[config.mk]
export PLATFORM = sky130hd
export DESIGN_NAME = rebin_average_with_error_top
export DESIGN_NICKNAME = d
export VERILOG_FILES = /design/src/rtl/rawe_pkg.sv /design/src/rtl/rebin_average_with_error_top.sv
export SDC_FILE = /design/constraint.sdc
export NUM_CORES = 1
export LEC_CHECK = 0
export ABC_AREA = 1
export BUFFER_PORTS_ARGS = -buffer_cell sky130_fd_sc_hd__buf_2
export CAP_MARGIN = 20
export CORE_ASPECT_RATIO = 2
export CORE_MARGIN = 3
export CORE_UTILIZATION = 30
export DETAILED_ROUTE_END_ITERATION = 10
export PLACE_DENSITY = 0.47
export SLEW_MARGIN = 20
export SYNTH_ARGS = -nofsm -noshare
export SYNTH_HDL_FRONTEND = slang
export SYNTH_SLANG_ARGS = --single-unit
export TNS_END_PERCENT = 1
[constraint.sdc]
create_clock -name clk_i -period 21.1 [get_ports clk_i]
set_input_delay 2.11 -clock clk_i [delete_from_list [all_inputs] [get_ports clk_i]]
set_output_delay 2.11 -clock clk_i [all_outputs]
set_load 0.03 [all_outputs]
[src/rtl/rawe_pkg.sv]
// ----------------------------------------------------------------------------
// rawe_pkg
// Shared widths, reset values and request payload types for the rebinning
// average block.
// ----------------------------------------------------------------------------
`default_nettype none

package rawe_pkg;

  // Field widths
  localparam int DATA_W        = 32;          // Q8.24 content
  localparam int ERR_W         = DATA_W - 1;  // Q7.24 error, nonnegative
  localparam int GIDX_W        = 8;           // output bin index
  localparam int GS_W          = 6;           // group size register
  localparam int GS_RESET      = 20;          // group size after reset
  localparam int MAX_GROUP_DEF = 32;          // default largest group

  // Squared-error accumulator and its root
  localparam int SQ_W   = 64;
  localparam int ROOT_W = SQ_W / 2;

  // Input request
  typedef struct packed {
    logic signed [DATA_W-1:0] bin_value;
    logic        [ERR_W-1:0]  bin_error;
    logic                     first_bin;
  } rawe_in_t;

  // Output request
  typedef struct packed {
    logic signed [DATA_W-1:0] mean_value;
    logic        [ERR_W-1:0]  mean_error;
    logic        [GIDX_W-1:0] group_index;
  } rawe_out_t;

endpackage

`default_nettype wire

[src/rtl/rebin_average_with_error_top.sv]
// ----------------------------------------------------------------------------
// rebin_average_with_error_top
// Merges runs of histogram bins into one output bin: mean of the nonzero
// contents and quadrature error over the count, all bit-serial.
// ----------------------------------------------------------------------------
// One input request is taken at a time. A bin with zero content needs no
// serial square. A nonzero bin has its error squared by a bit-serial
// shift-and-add multiplier and added to the saturating squared sum. The bin
// that closes a group adds the result phase: a restoring divider for the
// mean, a digit-by-digit square root that takes two radicand bits and gives
// one root bit per step, the same divider again for the error and a load of
// the output register. A group with no nonzero bin skips the divider and
// root and loads its zero result directly. The output register parts the
// two sides, so a finished group may wait on a stalled output while the next
// bins are taken in; input stalls while any serial step runs and while a
// second result waits for the first to be taken. group_size is clamped to
// 1..MAX_GROUP on use.
`default_nettype none

module rebin_average_with_error_top #(
  parameter int unsigned MAX_GROUP = rawe_pkg::MAX_GROUP_DEF
) (
  input  wire logic                     clk_i,
  input  wire logic                     rst_ni,
  // configuration
  input  wire logic                     cfg_we_i,
  input  wire logic [rawe_pkg::GS_W-1:0] cfg_wdata_i,
  // input channel
  input  wire logic                     in_valid_i,
  output logic                          in_stall_o,
  input  wire rawe_pkg::rawe_in_t       in_data_i,
  // output channel
  output logic                          out_valid_o,
  input  wire logic                     out_stall_i,
  output rawe_pkg::rawe_out_t           out_data_o
);

  import rawe_pkg::*;

  localparam int SW   = DATA_W + $clog2(MAX_GROUP) + 1;  // signed sum width
  localparam int DIVW = (SW > ROOT_W) ? SW : ROOT_W;     // divider dividend
  localparam int ITW  = $clog2(DIVW);                    // iteration counter
  localparam int CW   = $clog2(MAX_GROUP + 1);           // count / position
  localparam int PW   = 2 * ERR_W;                       // error square

  typedef enum logic [2:0] {
    ST_IDLE,
    ST_MUL,
    ST_ACC,
    ST_DIV_MEAN,
    ST_SQRT,
    ST_DIV_ERR,
    ST_OUT
  } state_e;

  state_e state_q;

  // Accumulated run state
  logic [GS_W-1:0]      group_size_q;
  logic signed [SW-1:0] value_sum_q;
  logic [SQ_W-1:0]      sq_sum_q;
  logic [CW-1:0]        nz_cnt_q;
  logic [CW-1:0]        pos_q;
  logic [GIDX_W-1:0]    gcnt_q;
  logic                 end_q;

  // Serial datapath
  logic [ITW-1:0]       iter_q;
  logic [ERR_W-1:0]     mplier_q;
  logic [PW-1:0]        mcand_q;
  logic [PW-1:0]        prod_q;
  logic [DIVW-1:0]      dq_q;
  logic [CW-1:0]        rem_q;
  logic                 neg_q;
  logic [SQ_W-1:0]      rad_q;
  logic [ROOT_W+1:0]    srem_q;
  logic [ROOT_W-1:0]    root_q;
  logic [DATA_W-1:0]    mean_q;
  logic [ERR_W-1:0]     err_q;

  // Output register
  logic                 out_valid_q;
  rawe_out_t            out_data_q;

  assign in_stall_o  = (state_q != ST_IDLE);
  assign out_valid_o = out_valid_q;
  assign out_data_o  = out_data_q;

  // Group size clamp and run bookkeeping for an incoming bin
  logic [GS_W:0]        gs_ext;
  logic [GS_W:0]        gs_clamp;
  logic [CW-1:0]        size_c;
  logic                 in_take;
  logic                 in_nz;
  logic [CW-1:0]        pos_next;
  logic [CW-1:0]        nz_base;
  logic signed [SW-1:0] vsum_base;

  always_comb begin
    gs_ext = {1'b0, group_size_q};
    if (gs_ext == '0) begin
      gs_clamp = (GS_W+1)'(1);
    end else if (gs_ext > (GS_W+1)'(MAX_GROUP)) begin
      gs_clamp = (GS_W+1)'(MAX_GROUP);
    end else begin
      gs_clamp = gs_ext;
    end
    size_c    = CW'(gs_clamp);
    in_take   = in_valid_i && (state_q == ST_IDLE);
    in_nz     = (in_data_i.bin_value != '0);
    pos_next  = (in_data_i.first_bin ? CW'(0) : pos_q) + CW'(1);
    nz_base   = in_data_i.first_bin ? CW'(0) : nz_cnt_q;
    vsum_base = in_data_i.first_bin ? SW'(0) : value_sum_q;
  end

  // Shift-and-add step of the error square
  logic [PW-1:0] prod_d;
  assign prod_d = prod_q + (mplier_q[0] ? mcand_q : PW'(0));

  // Saturating add of the square into the run sum
  logic [SQ_W:0]   sq_wide;
  logic [SQ_W-1:0] sq_sum_d;
  always_comb begin
    sq_wide  = {1'b0, sq_sum_q} + (SQ_W+1)'(prod_q);
    sq_sum_d = sq_wide[SQ_W] ? '1 : sq_wide[SQ_W-1:0];
  end

  // Restoring divider step: one quotient bit per cycle, divisor is the count
  logic [CW:0]     rem_sh;
  logic            div_ge;
  logic [CW:0]     rem_sub;
  logic [CW-1:0]   rem_d;
  logic [DIVW-1:0] dq_d;
  always_comb begin
    rem_sh  = {rem_q, dq_q[DIVW-1]};
    div_ge  = (rem_sh >= {1'b0, nz_cnt_q});
    rem_sub = rem_sh - {1'b0, nz_cnt_q};
    rem_d   = div_ge ? rem_sub[CW-1:0] : rem_sh[CW-1:0];
    dq_d    = {dq_q[DIVW-2:0], div_ge};
  end

  // Square root step: two radicand bits in, one root bit out
  logic [ROOT_W+1:0] srem_sh;
  logic [ROOT_W+1:0] trial;
  logic              sq_ge;
  logic [ROOT_W+1:0] srem_d;
  logic [ROOT_W-1:0] root_d;
  always_comb begin
    srem_sh = {srem_q[ROOT_W-1:0], rad_q[SQ_W-1:SQ_W-2]};
    trial   = {root_q, 2'b01};
    sq_ge   = (srem_sh >= trial);
    srem_d  = sq_ge ? (srem_sh - trial) : srem_sh;
    root_d  = {root_q[ROOT_W-2:0], sq_ge};
  end

  // Magnitude of the content sum, for the mean division
  logic [SW-1:0] sum_mag;
  assign sum_mag = value_sum_q[SW-1] ? SW'(-value_sum_q) : SW'(value_sum_q);

  // Signed mean and clamped error from the finished quotient
  logic [DATA_W-1:0] mean_d;
  logic [ERR_W-1:0]  err_d;
  always_comb begin
    mean_d = neg_q ? (DATA_W'(0) - dq_d[DATA_W-1:0]) : dq_d[DATA_W-1:0];
    err_d  = ((dq_d >> ERR_W) != '0) ? '1 : dq_d[ERR_W-1:0];
  end

  // Sequencer, run state and output register
  always_ff @(posedge clk_i or negedge rst_ni) begin
    if (!rst_ni) begin
      state_q      <= ST_IDLE;
      group_size_q <= GS_W'(GS_RESET);
      value_sum_q  <= '0;
      sq_sum_q     <= '0;
      nz_cnt_q     <= '0;
      pos_q        <= '0;
      gcnt_q       <= '0;
      end_q        <= 1'b0;
      iter_q       <= '0;
      out_valid_q  <= 1'b0;
    end else begin
      if (cfg_we_i) begin
        group_size_q <= cfg_wdata_i;
      end

      // taken result leaves the output register, unless a new one loads now
      if (out_valid_q && !out_stall_i && (state_q != ST_OUT)) begin
        out_valid_q <= 1'b0;
      end

      case (state_q)
        ST_IDLE: begin
          if (in_take) begin
            pos_q <= pos_next;
            end_q <= (pos_next >= size_c);
            if (in_data_i.first_bin) begin
              gcnt_q   <= '0;
              sq_sum_q <= '0;
            end
            if (in_nz) begin
              value_sum_q <= vsum_base + SW'(in_data_i.bin_value);
              nz_cnt_q    <= nz_base + CW'(1);
              mplier_q    <= in_data_i.bin_error;
              mcand_q     <= PW'(in_data_i.bin_error);
              prod_q      <= '0;
              iter_q      <= ITW'(ERR_W - 1);
              state_q     <= ST_MUL;
            end else begin
              value_sum_q <= vsum_base;
              nz_cnt_q    <= nz_base;
              if (pos_next >= size_c) begin
                if (nz_base == '0) begin
                  // empty group: zero result
                  mean_q  <= '0;
                  err_q   <= '0;
                  state_q <= ST_OUT;
                end else begin
                  dq_q    <= DIVW'(sum_mag);
                  neg_q   <= value_sum_q[SW-1];
                  rem_q   <= '0;
                  iter_q  <= ITW'(DIVW - 1);
                  state_q <= ST_DIV_MEAN;
                end
              end
            end
          end
        end

        ST_MUL: begin
          prod_q   <= prod_d;
          mcand_q  <= {mcand_q[PW-2:0], 1'b0};
          mplier_q <= {1'b0, mplier_q[ERR_W-1:1]};
          iter_q   <= iter_q - ITW'(1);
          if (iter_q == '0) begin
            state_q <= ST_ACC;
          end
        end

        ST_ACC: begin
          sq_sum_q <= sq_sum_d;
          if (end_q) begin
            dq_q    <= DIVW'(sum_mag);
            neg_q   <= value_sum_q[SW-1];
            rem_q   <= '0;
            iter_q  <= ITW'(DIVW - 1);
            state_q <= ST_DIV_MEAN;
          end else begin
            state_q <= ST_IDLE;
          end
        end

        ST_DIV_MEAN: begin
          dq_q  <= dq_d;
          rem_q <= rem_d;
          if (iter_q == '0) begin
            mean_q  <= mean_d;
            rad_q   <= sq_sum_q;
            srem_q  <= '0;
            root_q  <= '0;
            iter_q  <= ITW'(ROOT_W - 1);
            state_q <= ST_SQRT;
          end else begin
            iter_q <= iter_q - ITW'(1);
          end
        end

        ST_SQRT: begin
          rad_q  <= {rad_q[SQ_W-3:0], 2'b00};
          srem_q <= srem_d;
          root_q <= root_d;
          if (iter_q == '0) begin
            dq_q    <= DIVW'(root_d);
            neg_q   <= 1'b0;
            rem_q   <= '0;
            iter_q  <= ITW'(DIVW - 1);
            state_q <= ST_DIV_ERR;
          end else begin
            iter_q <= iter_q - ITW'(1);
          end
        end

        ST_DIV_ERR: begin
          dq_q   <= dq_d;
          rem_q  <= rem_d;
          iter_q <= iter_q - ITW'(1);
          if (iter_q == '0) begin
            err_q   <= err_d;
            state_q <= ST_OUT;
          end
        end

        ST_OUT: begin
          // wait for a free output register, then close the run
          if (!out_valid_q || !out_stall_i) begin
            out_valid_q             <= 1'b1;
            out_data_q.mean_value   <= mean_q;
            out_data_q.mean_error   <= err_q;
            out_data_q.group_index  <= gcnt_q;
            gcnt_q                  <= gcnt_q + GIDX_W'(1);
            value_sum_q             <= '0;
            sq_sum_q                <= '0;
            nz_cnt_q                <= '0;
            pos_q                   <= '0;
            end_q                   <= 1'b0;
            state_q                 <= ST_IDLE;
          end
        end

        default: begin
          state_q <= ST_IDLE;
        end
      endcase
    end
  end

endmodule

`default_nettype wire

==> qor.csv, run 1 <==
metric,value,unit
status,finished clean,
synth_nets,5662,
critPathTopFamily,buffers and inverters,
pre_cts_ws,14.46,ns
cts-resized-gates,0,
start_util,0.302,
cts.reportedPaths.clkPinSlew,0.06,ns
cts.sinks,601,
path_buf_inv,7,
num_rows,190,
antenna_found_initial,1,
required,21.37,ns
ios,148,
slew_headroom,0.180,
ff2ff_setup_slack,16.35,ns
powerDensity,129,nW/um^2
postCtsHoldBufs,0,
grt_pass1_vias,38699,
setup_viol,0,
cp.arrival,6.25,ns
p_total,5.84,mW
syn_area_per_cell,7.54,um^2
grt_pass1_wl,242,mm
fin_ws,15.12,ns
avgViaCountPerCell,5.06,
synth_top_area_share,0.342,
worst_setup_path_end_kind,flop,
synthArstFlopShare,0.231,
grt_max_degree,117,
synth-seq-cells,601,
cap_viol_max_count,0,
ys_seq_area_frac,0.428,
netlist_top_cells_area,"edfxtp_1, nand2_1, dfrtp_1",
slowest_delay,0.72,ns
final_cells,7281,
rsz0062_at_grt,no,
yosysMostFrequentCell,nand2_1,
placed_cells,7161,
clk_latency,0.68,ns
tightest_slew,1.22,ns
min_path_type,reg -> reg,
fmax,0.167,GHz
holdWs,0.417,ns
synth_cell_types,62,
htreeDepth,3,
design.die.area,140000,um^2
setup_tns,0,ns
core,134000,um^2
syn_area,40500,um^2
cts-root-buf,clkbuf_16,
fin_crit_sh,0.283,
die_h,526,um
first_iter_violations,2113,
vdd_drop_max,0.0668,mV
cp_cell_sequence,buf_2 -> nor2_1 -> nand2_1 -> nor2_1 -> nand2_1 -> nor2_4 -> buf_4 -> inv_2 -> buf_4 -> nor2_1 -> a211oi_4 -> buf_4 -> buf_4 -> buf_4,
grt_usage,0.235,
vias,36815,
timing_max_transition_violations_final,0,
cts_setup_buffers,0,
cts_max_path_buffers,3,
fillCellCount,14629,
gr-total-overflow,0,
synth_ff_type,edfxtp_1,
numCtsBuffers,66,
io_buffers,147,
p_leak,20.2,nW
drt_first_pass_iters,5,
dp.final_hpwl,136,mm
crit_path_frequent_cell,buf_4,
slowest_stage,buf_4,
crit_path_max_fanout,60,
postRouteAntennaNets,0,
finalHoldViolations,0,
syn_inst,5373,
min_period,5.98,ns
area_delta_synth_final,12.1,%
synth_top_cell_by_area,edfxtp_1,
crit_type,in -> reg,
cts_tree,yes,
synthTopCellsByCount,"nand2_1, nor2_1, inv_1, edfxtp_1, a21oi_1",
ys_warn_count,0,
totalWireLength,167,mm
drive_gt1_frac,0.0713,
drc,0,
final_nets,5790,
clock_skew,0.0422,ns
gp_congestion,0.985,
routedWlPerCell,22.9,um
synth_edf_count,462,
dieWidth,266,um
cp-start-kind,primary input,
==> final cells by class <==
class	count	area (um^2)	area share
timing repair buffer	183	1040	0.0229
inverter	711	2680	0.0590
clock buffer	87	1790	0.0394
tap	1728	2160	0.0476
antenna	1	2.50	0.0000551
multi-input combinational	3938	20000	0.440
clock inverter	32	389	0.00857
sequential	601	17400	0.382
==> worst reg2reg max path: stages (launching register included) <==
cell and delay, ns:
dfrtp_1 0.52, inv_2 0.10, nor2_1 0.21, inv_1 0.13, nor2_4 0.35, inv_2 0.23, buf_4 0.30, a211oi_4 0.33
buf_4 0.61, buf_4 0.78, buf_4 0.77
==> where the power goes <==
part,switching [mW],internal (mW),total (mW)
Combinational,1.99,0.773,2.77
Clock,0.536,0.671,1.21
Sequential,0.243,1.63,1.87
==> per-stage QoR <==
stage / area (um^2) / utilization
after floorplan: 40500 / -
after global placement: 43200 / 0.322
after detailed placement: 43200 / 0.322
after CTS: 45400 / 0.339
after global routing: 45400 / 0.339
final: 45400 / 0.339
==> state kept, by name, indices dropped and copies added (netlist names), 32 cells and up <==
signal and cells:
dq_q 38, mcand_q 62, mean_q 32, out_data_o 71, prod_q 62, rad_q 64
root_q 32, sq_sum_q 64, srem_q 32, value_sum_q 38
==> placed cells by master, fill, tap and decap left out, types with 55 or more instances in the layout <==
| master | count |
|---|---|
| a21oi_1 | 451 |
| buf_2 | 146 |
| clkbuf_16 | 66 |
| dfrtp_1 | 137 |
| edfxtp_1 | 462 |
| ha_1 | 210 |
| inv_1 | 692 |
| nand2_1 | 1342 |
| nand3_1 | 252 |
| nor2_1 | 731 |
| nor3_1 | 63 |
| o21ai_0 | 381 |
| o21ai_1 | 55 |
| xor2_1 | 72 |
==> logic make-up after synthesis <==
kind of cell	count (synthesis)	synth area share
AOI/OAI and AO/OA	1064	0.142
xor gates and xnor gates	93	0.0201
adders and majority gates	214	0.0668
buffers and inverters	834	0.0804
DFF	601	0.428
muxes	3	0.000834
and+or+nand+nor	2564	0.261
==> final timing paths <==
path	start	endpoint	cells past startpoint
worst max register to register	state_q[0]$_DFFE_PN0P_	mplier_q[27]$_DFFE_PP_	10
worst max-delay path	in_data_i[63]	mplier_q[27]$_DFFE_PP_	14
min in group asynchronous	rst_ni	out_valid_o$_DFF_PN0_	1
worst min register to register	mean_q[7]$_SDFFCE_PN0P_	out_data_o[46]$_DFFE_PP_	0
worst min-delay path	mean_q[7]$_SDFFCE_PN0P_	out_data_o[46]$_DFFE_PP_	0
max in group asynchronous	rst_ni	value_sum_q[2]$_DFFE_PN0P_	2
==> per-layer routing <==
layer,wire [um],track usage
met1,51300,0.196
met2,91200,0.463
met3,4730,0.0277
met4,19300,0.225
met5,0,0
(Power assumes the default switching activity.)
==> run 2: changes to the inputs <==
Clock period 21.1 ns to 5.53 ns, I/O delays scaled along.
==> run 2 against run 1 <==
Net effect:
- routed wire length grew 0.28%
- critical path depth grew 5
- combinational power rose to 3.8 times the previous value
- clock power rose to 4.0 times the previous value
- final cell count unchanged
- sequential share of layout area decreased by 0.17 points
- die area unchanged
- utilization up 0.15 points
- worst setup slack lost 13 ns
- register-to-register slack worse by 15 ns
- via count hardly changed
- global-route usage is 0.067 points higher
- largest cell class unchanged
==> qor.csv, run 2 (same netlist as run 1, synthesis figures left out) <==
metric,value,unit,change
status,finished clean,,
multi_input_area,20000,um^2,about the same
worstReg2RegStart,nz_cnt_q[2]$_DFFE_PN0P_,,
tightest_slew,1.16,ns,-0.0549 ns
final-seq-area,17400,um^2,unchanged
min_period,3.77,ns,
antenna_found_initial,7,,+6
setup_tns,0,ns,unchanged
utilization,0.340,,+0.00147
grt_pass1_wl,242,mm,about the same
dieWidth,266,um,unchanged
io_buffers,147,,unchanged
required,5.95,ns,-15.42 ns
num_rows,190,,unchanged
holdWs,0.137,ns,-0.281 ns
grt_usage,0.236,,+0.000674
drt_first_pass_iters,6,,+1
pre_cts_ws,1.65,ns,-12.81 ns
dp.final_hpwl,137,mm,+0.67%
setup_viol,0,,unchanged
vias,36830,,+0.041%
drc,0,,unchanged
first_iter_violations,2148,,+1.7%
critPathLaunch,nz_cnt_q[2]$_DFFE_PN0P_,,
final_nets,5787,,-0.052%
crit_path_max_fanout,16,,-73%
numCtsBuffers,66,,unchanged
design.die.area,140000,um^2,unchanged
cts_max_path_buffers,3,,unchanged
postCtsHoldBufs,1,,+1
cap_viol_max_count,0,,unchanged
htreeDepth,3,,unchanged
crit_path_frequent_cell,nand2_1,,
totalWireLength,167,mm,+0.28%
crit_type,reg -> reg,,
fin_ws,1.76,ns,-13.37 ns
start_util,0.302,,unchanged
ios,148,,unchanged
postPlaceCellArea,43200,um^2,about the same
cp-start-kind,flop,,
postRouteAntennaNets,0,,unchanged
slowest_delay,0.37,ns,-0.35 ns
final_cell_mix,"nand2_1, nor2_1, inv_1",,
gp_congestion,1.05,,+6.3%
cts.reportedPaths.clkPinSlew,0.07,ns,about the same
grt_pass1_vias,38551,,-0.38%
fin_crit_sh,0.682,,
slowest_stage,ha_1,,
p_leak,20.3,nW,+0.35%
grt_max_degree,95,,-19%
placed_cells,7157,,-0.056%
layout_commonest_cell,nand2_1,,
rsz0062_at_grt,no,,
clk_latency,0.68,ns,about the same
fillCellCount,14559,,-0.48%
cts_setup_buffers,0,,unchanged
min_path_type,in -> reg,,
fmax,0.265,GHz,
final_cell_area,45600,um^2,+0.44%
cp.arrival,4.19,ns,-2.06 ns
avgViaCountPerCell,5.06,,about the same
drive_gt1_frac,0.0728,,+0.00145
cts-resized-gates,0,,unchanged
path_buf_inv,2,,-5
finalHoldViolations,0,,unchanged
largest_reg_flops,71,,unchanged
p_total,22.5,mW,+290%
slew_headroom,0.219,,+0.0400
routedWlPerCell,22.9,um,+0.28%
cts-root-buf,clkbuf_16,,
cp_cell_sequence,inv_1 -> ha_1 -> a21oi_1 -> o21ai_1 -> nand4_1 -> nand3_2 -> inv_1 -> ha_1 -> nand3_1 -> nor3_2 -> nand2_1 -> nor2_1 -> nand2_1 -> nor3_1 -> nand4_1 -> nand2_1 -> nand3_1 -> nand2_1 -> nor2_1,,
timing_max_transition_violations_final,0,,unchanged
worst_setup_path_end_kind,flop,,
core,134000,um^2,unchanged
critPathTopFamily,simple AND/OR/NAND/NOR gates,,
die_h,526,um,unchanged
clock_skew,0.0406,ns,-0.00158 ns
cts.sinks,601,,unchanged
hold_start,cfg_wdata_i[1],,
area_delta_synth_final,12.5,%,
gr-total-overflow,0,,unchanged
vdd_drop_max,0.269,mV,+300%
final_cells,7281,,unchanged
powerDensity,493,nW/um^2,+280%
cts_tree,yes,,
-- run 2: changes by cell type in the layout (fill, tap and decap cells not counted), sizes merged, moves of 3 or more --
cell / delta
buf: -4
clkinv: +5
inv: -3
bufinv: +4
clkbuf: -5
-- run 2: layout make-up --
class                           instances  area share
Antenna cell                            2    0.000110
Multi-Input combinational cell       3938       0.438
Inverter                              711      0.0588
Timing Repair Buffer                  180      0.0231
Tap cell                             1728      0.0474
Clock buffer                           82      0.0396
Sequential cell                       601       0.381
Clock inverter                         39      0.0119
-- run 2: worst register-to-register path, delay by kind of cell, from the launching register on --
kind            cells  cell delay, ns
simple gates       13            2.03
fa+ha+maj           2            0.57
flops               1            0.34
compound gates      2            0.30
buf+inv             2            0.28
-- run 2: path summary, 6_finish.rpt --
path	cells after the start	slack, ns	to
max reg2reg	19	1.76	mean_q[28]$_SDFFCE_PN0P_
max	19	1.76	mean_q[28]$_SDFFCE_PN0P_
min reg2reg	0	0.41	out_data_o[28]$_DFFE_PP_
max in group asynchronous	3	3.87	sq_sum_q[0]$_DFFE_PN0P_
min	3	0.14	group_size_q[1]$_DFFE_PN0P_
min in group asynchronous	2	0.41	group_size_q[5]$_DFFE_PN0P_
-- run 2: report_power, final --
| group | switching, mW | leakage [nW] | internal (mW) |
|---|---|---|---|
| clock | 2.11 | 1.13 | 2.79 |
| sequential | 0.881 | 6.21 | 6.20 |
| combinational | 7.56 | 12.9 | 2.96 |
| total | 10.5 | 20.3 | 11.9 |
-- run 2: layer usage --
| metal | global-route usage | up-vias | wire length, um |
|---|---|---|---|
| met3 | 0.0256 | 531 | 4800 |
| met2 | 0.459 | 994 | 90300 |
| met5 | 0 | - | 0 |
| met4 | 0.249 | 0 | 21300 |
| met1 | 0.193 | 17161 | 50700 |
| li1 | - | 18144 | - |
